**src/design/ipa_pkg.sv**
```systemverilog
// Package for the address pool allocator: beat types, status codes, register indexes.
// Used by ip_block_pool_allocator and ipa_checker; depends on nothing.
package ipa_pkg;

  localparam int BLK_W      = 5;
  localparam int CNT_W      = 9;
  localparam int TOTAL_W    = 9;
  localparam int STATUS_W   = 3;
  localparam int HOST_NUM_W = 10;
  localparam int CFG_IDX_W  = 2;
  localparam int CFG_DATA_W = 9;

  localparam int HOST_STRIDE = 50;

  typedef enum logic [CFG_IDX_W-1:0] {
    CFG_TOTAL  = 2'd0,
    CFG_BLOCKS = 2'd1,
    CFG_OCTET  = 2'd2
  } ipa_cfg_e;

  localparam logic [TOTAL_W-1:0] TOTAL_RST  = 9'd256;
  localparam logic [BLK_W-1:0]   BLOCKS_RST = 5'd1;

  typedef enum logic [STATUS_W-1:0] {
    ST_GRANTED   = 3'd0,
    ST_BAD_BLOCK = 3'd1,
    ST_BAD_COUNT = 3'd2,
    ST_TOO_SMALL = 3'd3,
    ST_NONE_FREE = 3'd4
  } ipa_status_e;

  typedef struct packed {
    logic [BLK_W-1:0] block_number;
    logic [CNT_W-1:0] count_required;
  } ipa_req_t;

  typedef struct packed {
    logic [STATUS_W-1:0]   status;
    logic [HOST_NUM_W-1:0] host_number;
    logic                  last;
  } ipa_res_t;

endpackage

```
**src/design/ip_block_pool_allocator.sv**
```systemverilog
// Address pool allocator built around a serial divide for the block size.
// Rejected requests give one result beat the cycle after start, and busy never rises.
// Otherwise the divide, the S_DIV state taking its quotient and the S_CHECK state
// put out a status beat, or the granted hosts one beat per cycle from S_SCAN, the
// last flagged; busy drops as the final beat shows.
// Asynchronous active-low reset gives default registers and an empty pool; no stalls.
module ip_block_pool_allocator #(
  parameter int MAX_BLOCKS = 16,
  parameter int MAX_ADDRS  = 256,
  parameter int MAX_GRANT  = 64
) (
  input  logic                                clk_i,
  input  logic                                rst_ni,
  input  logic                                start,
  output logic                                busy,
  input  ipa_pkg::ipa_req_t                   req_i,
  output logic                                res_valid_o,
  output ipa_pkg::ipa_res_t                   res_o,
  input  logic                                cfg_we_i,
  input  logic [ipa_pkg::CFG_IDX_W-1:0]       cfg_idx_i,
  input  logic [ipa_pkg::CFG_DATA_W-1:0]      cfg_data_i
);
  import ipa_pkg::*;

  localparam int TW     = $clog2(MAX_ADDRS + 1);
  localparam int BW     = (MAX_BLOCKS > 1) ? $clog2(MAX_BLOCKS) : 1;
  localparam int GW     = $clog2(MAX_GRANT + 1);
  localparam int WW     = (TW > CNT_W) ? TW : CNT_W;
  localparam int HOST_W = 16;

  typedef enum logic [1:0] {
    S_IDLE,
    S_DIV,
    S_CHECK,
    S_SCAN
  } state_e;

  state_e             state_q;
  logic [TOTAL_W-1:0] total_q;
  logic [BLK_W-1:0]   blocks_q;
  logic [BW-1:0]      idx_q;
  logic [GW-1:0]      want_q;
  logic [GW-1:0]      left_q;
  logic [TW-1:0]      size_q;
  logic [TW-1:0]      slot_q;
  logic               res_valid_q;
  ipa_res_t           res_q;

  // Grants always take the lowest free slots, so each block's used slots form a
  // prefix and one fill count per block stands for its whole used map.
  logic [TW-1:0]      fill_q [MAX_BLOCKS];

  logic [BLK_W-1:0]   eff_n;
  logic [TW-1:0]      eff_t;
  logic               accept;
  logic               bad_block;
  logic               bad_count;
  logic               div_start;
  logic               div_done;
  logic [TW-1:0]      div_quot;
  logic [BLK_W-1:0]   div_rem;
  logic               idx_lt_rem;
  logic [TW-1:0]      fill_cur;
  logic [TW-1:0]      slot_nx;
  logic               grant_last;
  logic [HOST_W-1:0]  host_full;
  logic               map_clear;
  logic               fill_we;

  always_comb begin
    if (blocks_q == '0) begin
      eff_n = BLK_W'(1);
    end else if (blocks_q > BLK_W'(MAX_BLOCKS)) begin
      eff_n = BLK_W'(MAX_BLOCKS);
    end else begin
      eff_n = blocks_q;
    end
    if (total_q == '0) begin
      eff_t = TW'(1);
    end else if (WW'(total_q) > WW'(MAX_ADDRS)) begin
      eff_t = TW'(MAX_ADDRS);
    end else begin
      eff_t = TW'(total_q);
    end
  end

  assign busy       = (state_q != S_IDLE);
  assign accept     = start && !busy;
  assign bad_block  = (req_i.block_number == '0) || (req_i.block_number > eff_n);
  assign bad_count  = (req_i.count_required == '0) ||
                      (WW'(req_i.count_required) > WW'(MAX_GRANT));
  assign div_start  = accept && !bad_block && !bad_count;
  assign idx_lt_rem = (WW'(idx_q) < WW'(div_rem));
  assign fill_cur   = fill_q[idx_q];
  assign slot_nx    = slot_q + TW'(1);
  assign grant_last = (left_q == GW'(1)) || (slot_nx == size_q);
  assign host_full  = HOST_W'(idx_q) * HOST_W'(HOST_STRIDE) + HOST_W'(slot_q) + HOST_W'(1);
  // Any known register index clears the map, the octet index included.
  assign map_clear  = cfg_we_i && ((cfg_idx_i == CFG_TOTAL) || (cfg_idx_i == CFG_BLOCKS) ||
                                   (cfg_idx_i == CFG_OCTET));
  assign fill_we    = (state_q == S_SCAN);

  ipa_div #(
    .DW (TW),
    .VW (BLK_W)
  ) u_div (
    .clk_i      (clk_i),
    .rst_ni     (rst_ni),
    .start_i    (div_start),
    .dividend_i (eff_t),
    .divisor_i  (eff_n),
    .done_o     (div_done),
    .quot_o     (div_quot),
    .rem_o      (div_rem)
  );

  always_ff @(posedge clk_i or negedge rst_ni) begin
    if (!rst_ni) begin
      total_q  <= TOTAL_RST;
      blocks_q <= BLOCKS_RST;
    end else if (cfg_we_i) begin
      case (cfg_idx_i)
        CFG_TOTAL:  total_q  <= cfg_data_i[TOTAL_W-1:0];
        CFG_BLOCKS: blocks_q <= cfg_data_i[BLK_W-1:0];
        default:    ;
      endcase
    end
  end

  always_ff @(posedge clk_i or negedge rst_ni) begin
    if (!rst_ni) begin
      for (int i = 0; i < MAX_BLOCKS; i++) begin
        fill_q[i] <= '0;
      end
    end else if (map_clear) begin
      for (int i = 0; i < MAX_BLOCKS; i++) begin
        fill_q[i] <= '0;
      end
    end else if (fill_we) begin
      fill_q[idx_q] <= slot_nx;
    end
  end

  always_ff @(posedge clk_i or negedge rst_ni) begin
    if (!rst_ni) begin
      state_q     <= S_IDLE;
      idx_q       <= '0;
      want_q      <= '0;
      left_q      <= '0;
      size_q      <= '0;
      slot_q      <= '0;
      res_valid_q <= 1'b0;
      res_q       <= '0;
    end else begin
      res_valid_q <= 1'b0;
      case (state_q)
        S_IDLE: begin
          if (accept) begin
            idx_q  <= BW'(req_i.block_number - BLK_W'(1));
            want_q <= GW'(req_i.count_required);
            if (bad_block) begin
              res_valid_q <= 1'b1;
              res_q       <= '{status: ST_BAD_BLOCK, host_number: '0, last: 1'b1};
            end else if (bad_count) begin
              res_valid_q <= 1'b1;
              res_q       <= '{status: ST_BAD_COUNT, host_number: '0, last: 1'b1};
            end else begin
              state_q <= S_DIV;
            end
          end
        end
        S_DIV: begin
          if (div_done) begin
            // The first total-modulo-block-count blocks hold one extra slot.
            size_q  <= div_quot + TW'(idx_lt_rem);
            state_q <= S_CHECK;
          end
        end
        S_CHECK: begin
          if (WW'(want_q) > WW'(size_q)) begin
            res_valid_q <= 1'b1;
            res_q       <= '{status: ST_TOO_SMALL, host_number: '0, last: 1'b1};
            state_q     <= S_IDLE;
          end else if (fill_cur == size_q) begin
            res_valid_q <= 1'b1;
            res_q       <= '{status: ST_NONE_FREE, host_number: '0, last: 1'b1};
            state_q     <= S_IDLE;
          end else begin
            slot_q  <= fill_cur;
            left_q  <= want_q;
            state_q <= S_SCAN;
          end
        end
        S_SCAN: begin
          res_valid_q <= 1'b1;
          res_q       <= '{status: ST_GRANTED, host_number: host_full[HOST_NUM_W-1:0],
                           last: grant_last};
          slot_q      <= slot_nx;
          left_q      <= left_q - GW'(1);
          if (grant_last) begin
            state_q <= S_IDLE;
          end
        end
        default: begin
          state_q <= S_IDLE;
        end
      endcase
    end
  end

  assign res_valid_o = res_valid_q;
  assign res_o       = res_q;

endmodule

```
**src/design/ipa_div.sv**
```systemverilog
// Restoring divider, one quotient bit per cycle, for the block size calculation.
// Stand-alone; the allocator top level instantiates it.
module ipa_div #(
  parameter int DW = 9,
  parameter int VW = 5
) (
  input  logic          clk_i,
  input  logic          rst_ni,
  input  logic          start_i,
  input  logic [DW-1:0] dividend_i,
  input  logic [VW-1:0] divisor_i,
  output logic          done_o,
  output logic [DW-1:0] quot_o,
  output logic [VW-1:0] rem_o
);

  localparam int CW = (DW > 1) ? $clog2(DW) : 1;

  logic          run_q;
  logic          done_q;
  logic [CW-1:0] cnt_q;
  logic [DW-1:0] quo_q;
  logic [VW-1:0] rem_q;
  logic [VW-1:0] div_q;

  logic [VW:0]   rem_s;
  logic          ge;
  logic [VW:0]   rem_sub;

  always_comb begin
    rem_s   = {rem_q, quo_q[DW-1]};
    ge      = (rem_s >= {1'b0, div_q});
    rem_sub = rem_s - {1'b0, div_q};
  end

  always_ff @(posedge clk_i or negedge rst_ni) begin
    if (!rst_ni) begin
      run_q  <= 1'b0;
      done_q <= 1'b0;
      cnt_q  <= '0;
      quo_q  <= '0;
      rem_q  <= '0;
      div_q  <= '0;
    end else begin
      done_q <= 1'b0;
      if (start_i) begin
        run_q <= 1'b1;
        cnt_q <= CW'(DW - 1);
        quo_q <= dividend_i;
        rem_q <= '0;
        div_q <= divisor_i;
      end else if (run_q) begin
        // The partial remainder stays below the divisor, so VW bits hold it.
        rem_q <= ge ? rem_sub[VW-1:0] : rem_s[VW-1:0];
        quo_q <= {quo_q[DW-2:0], ge};
        cnt_q <= cnt_q - CW'(1);
        if (cnt_q == '0) begin
          run_q  <= 1'b0;
          done_q <= 1'b1;
        end
      end
    end
  end

  assign done_o = done_q;
  assign quot_o = quo_q;
  assign rem_o  = rem_q;

endmodule

```
**config.mk**
```make
export PLATFORM = sky130hd
export DESIGN_NAME = ip_block_pool_allocator
export DESIGN_NICKNAME = d
export VERILOG_FILES = /design/src/design/ipa_pkg.sv /design/src/design/ip_block_pool_allocator.sv /design/src/design/ipa_div.sv
export SDC_FILE = /design/constraint.sdc
export NUM_CORES = 1
export LEC_CHECK = 0
export BUFFER_PORTS_ARGS = -buffer_cell sky130_fd_sc_hd__buf_2
export CORE_AREA = 8 8 154 156
export DETAILED_ROUTE_END_ITERATION = 10
export DIE_AREA = 0 0 162 164
export GPL_TIMING_DRIVEN = 0
export PLACE_DENSITY = 0.81
export SLEW_MARGIN = 20
export SYNTH_ARGS = -nofsm -noshare
export SYNTH_HDL_FRONTEND = slang
export SYNTH_SLANG_ARGS = --single-unit
```
**constraint.sdc**
```tcl
create_clock -name clk_i -period 3.7 [get_ports clk_i]
set_input_delay 0.555 -clock clk_i [delete_from_list [all_inputs] [get_ports clk_i]]
set_output_delay 0.555 -clock clk_i [all_outputs]
set_load 0.05 [all_outputs]
```
==> key figures <==
Placed design
  – Port Buffers: 44
  – Pre-CTS setup slack: -0.5361 ns
  – Placed Area: 0.01371 sq mm
  – Placer Congestion: 0.9410
  – Hpwl dp: 25230 um
  – DP Cell Count: 1639

Status
  – Status: finished clean

Power and ir drop
  – Total chip power: 5.373 mW
  – Pwr Density: 365.3 mW/mm^2
  – Leakage power: 6.359 nW
  – Max IR drop VDD: 0.3167 mV

STA
  – Peak Freq: 275.2 MHz
  – Setup tns final: 0 ns
  – Final setup viols: 0
  – Final setup margin: 0.06645 ns
  – Pins over their slew limit: 0
  – Final Hold Violating Endpoints: 0
  – Min cycle time layout: 3.634 ns
  – Fin Clk Skew: 0.01369 ns
  – Worst Hold Slack: 0.02257 ns
  – Worst slew pin tran: 1.207 ns
  – Final period util: 98.20%
  – RSZ-0062 raised after global routing: no
  – Relative max-transition margin: 19.26%

Drt
  – Top sig layer: met4
  – Post-DRT Antenna Nets: 0
  – Via count: 10900
  – WL final: 35900 um
  – Detailed Routing Iterations Pass 1: 5
  – Met1 WL: 14770 um
  – Wire per inst: 21.25 um
  – Drc violations: 0
  – Initial drt markers: 1147
  – DR vias/cell: 6.451
  – Met3 WL: 3223 um
  – Metal2 WL: 16500 um

GRT
  – Global-route wire length before repair: 57210 um
  – GRT Util Overall: 27.10%
  – Vias in the first global route: 10530
  – Antenna violations before repair: 0
  – Largest net degree at the start of global routing: 93
  – Total grt overflow: 0

Floorplan
  – CORE AREA: 0.02135 sq mm
  – I/O pin cnt: 45
  – Die area: 0.02657 sq mm
  – Die width: 162 um
  – Die Span Y: 164 um
  – Initial Util: 61.25%
  – Row count: 54

Cells and area
  – Final Cell Area: 0.01471 sq mm
  – Final core occ: 68.89%
  – Fraction of layout cells with a size suffix above 1: 13.70%
  – Antenna Diode Count: 0
  – Area Overhead vs Synth: 12.49%
  – Non-filler cells, final: 1689
  – Final nets: 1480

Synthesis
  – Syn Nets: 1403
  – Largest cells by area after synthesis: dfrtp_1 45%, a211oi_1 6.7%, ha_1 5.5%
  – Sequential share of the synthesized area: 45.18%
  – Top cell type's share of synthesized area: 44.78%
  – Most instantiated cells after synthesis: 234 x dfrtp_1, 192 x nor2_1, 117 x a211oi_1
  – Yosys top cell by area: dfrtp_1
  – Gate Count Post-Synth: 1313
  – Count leader, synth: dfrtp_1
  – Ys async rst share: 100.0%
  – Post-synth EDFFs: 0
  – Yosys cell types: 79
  – YS warnings: 0
  – Yosys reg bits: 236
  – Mean post-synth cell area: 9.959 sq um
  – Synth Flop Type: dfrtp_1
  – Post-Syn Area: 0.01308 sq mm

Clock tree
  – Root Buffer Master: clkbuf_16
  – Clock Path Buffers: 3
  – Hold buffers post-CTS: 0
  – Num CTS Buffers: 26
  – CTS clk-pin slew, worst paths: 0.06 ns
  – H-tree depth: 1
  – CTS tree: yes
  – Clock latency on the worst-skew pair: 0.54 ns
  – Clk sinks: 236

Setup path
  – Critical Path RT: 4.12 ns
  – Crit-path max FO: 10
  – CP Capture Type: register
  – Reg2Reg Setup Slack: 0.07 ns
  – CP arrival: 4.05 ns
  – Critical path class: register to register
  – Startpoint class of the critical path: register

Flow run
  – Maxcap violations: 0

Hold path
  – Worst hold path class: input port to asynchronous set/reset pin
==> worst max-delay path, stage by stage, from the launching register on <==
cell and delay [ns]:
dfrtp_2 0.44, buf_6 0.19, buf_6 0.22, nor2b_1 0.15
clkbuf_4 0.29, a22o_1 0.33, o21ai_0 0.17, nor4b_2 0.20
a31oi_2 0.26, nor3_4 0.10, buf_4 0.16, a21oi_2 0.18
buf_2 0.27, buf_4 0.24, mux2i_1 0.22, nand2_1 0.07
==> worst paths after layout <==
path / end / cells after the start / startpoint
min: fill_q[135] / 1 / rst_ni
min in group clk_i: total_q[5] / 2 / cfg_data_i[5]
max reg2reg: left_q[5] / 15 / idx_q[0]
max: left_q[5] / 15 / idx_q[0]
min reg2reg: res_o[3] / 1 / res_o[3]
max in group asynchronous: idx_q[1] / 3 / rst_ni
==> registers in the layout, indices dropped and copies added (netlist names) <==
register      count
total_q           9
state_q           2
slot_q            9
res_o            14
want_q            7
u_div.div_q       5
idx_q             4
u_div.rem_o       5
u_div.cnt_q       4
fill_q          144
u_div.done_o      1
u_div.quot_o      9
left_q            7
blocks_q          5
u_div.run_q       1
res_valid_o       1
size_q            9
==> logic make-up (layout without fill, tap and decap cells) <==
kind of cell             Yosys count  count (layout)  share of synthesized area, %
AO/OA/AOI/OAI                    296             296                         15.33
XOR/XNOR                          50              50                         3.349
adder cells (fa/ha/maj)           61              61                         6.009
buffers and inverters            150             246                         4.755
flip-flops                       236             236                         45.18
multiplexers                     122             122                         11.64
AND/OR/NAND/NOR                  398             398                         13.73
==> power breakdown <==
part / total, mW / internal (mW) / switching, mW
Combinational: 0.241 / 0.0818 / 0.160
Clock: 2.49 / 1.43 / 1.06
Sequential: 2.64 / 2.61 / 0.0256
==> cells in the final DEF, fill, tap and decap left out, types with 8 or more instances in the layout <==
| master | count |
|---|---|
| buf_2 | 46 |
| ha_1 | 58 |
| nand2_1 | 85 |
| nor3_1 | 15 |
| a211oi_1 | 117 |
| a21oi_1 | 65 |
| inv_1 | 50 |
| o21ai_0 | 32 |
| nand3b_1 | 9 |
| and3_1 | 21 |
| a221oi_1 | 8 |
| dfrtp_1 | 231 |
| nor2_1 | 191 |
| mux2i_1 | 50 |
| clkbuf_1 | 88 |
| clkbuf_16 | 26 |
| nand3_1 | 31 |
| a21o_1 | 8 |
| mux4_2 | 18 |
| mux2_2 | 35 |
| mux2_1 | 16 |
| xor2_1 | 14 |
| xnor2_1 | 33 |
==> layout make-up <==
class | count | area, sq um
clock inverters | 9 | 85.08
inverters | 52 | 195.2
well taps | 280 | 350.3
flip-flops and latches | 236 | 5912
plain buffers | 98 | 459.2
repair buffers | 49 | 307.8
fillers | 1633 | 6641
multi-input cells | 927 | 6674
clock buffers | 38 | 725.7
==> per-layer routing <==
layer / track usage [%] / vias to the layer above
met5: 0 / -
met4: 11.45 / 0
met3: 4.737 / 118
met2: 42.60 / 625
met1: 36.72 / 5317
li1: - / 4835
==> timing repair <==
item                                    in CTS  in global routing
gates resized for setup                     21                 16
endpoints found under the hold margin        0                  0
pin swaps                                    1                  2
setup buffers                                2                  1
endpoints found under the setup margin      33                 16
gates cloned                                 0                  0
No activity file was read; power rests on OpenSTA's default activity.
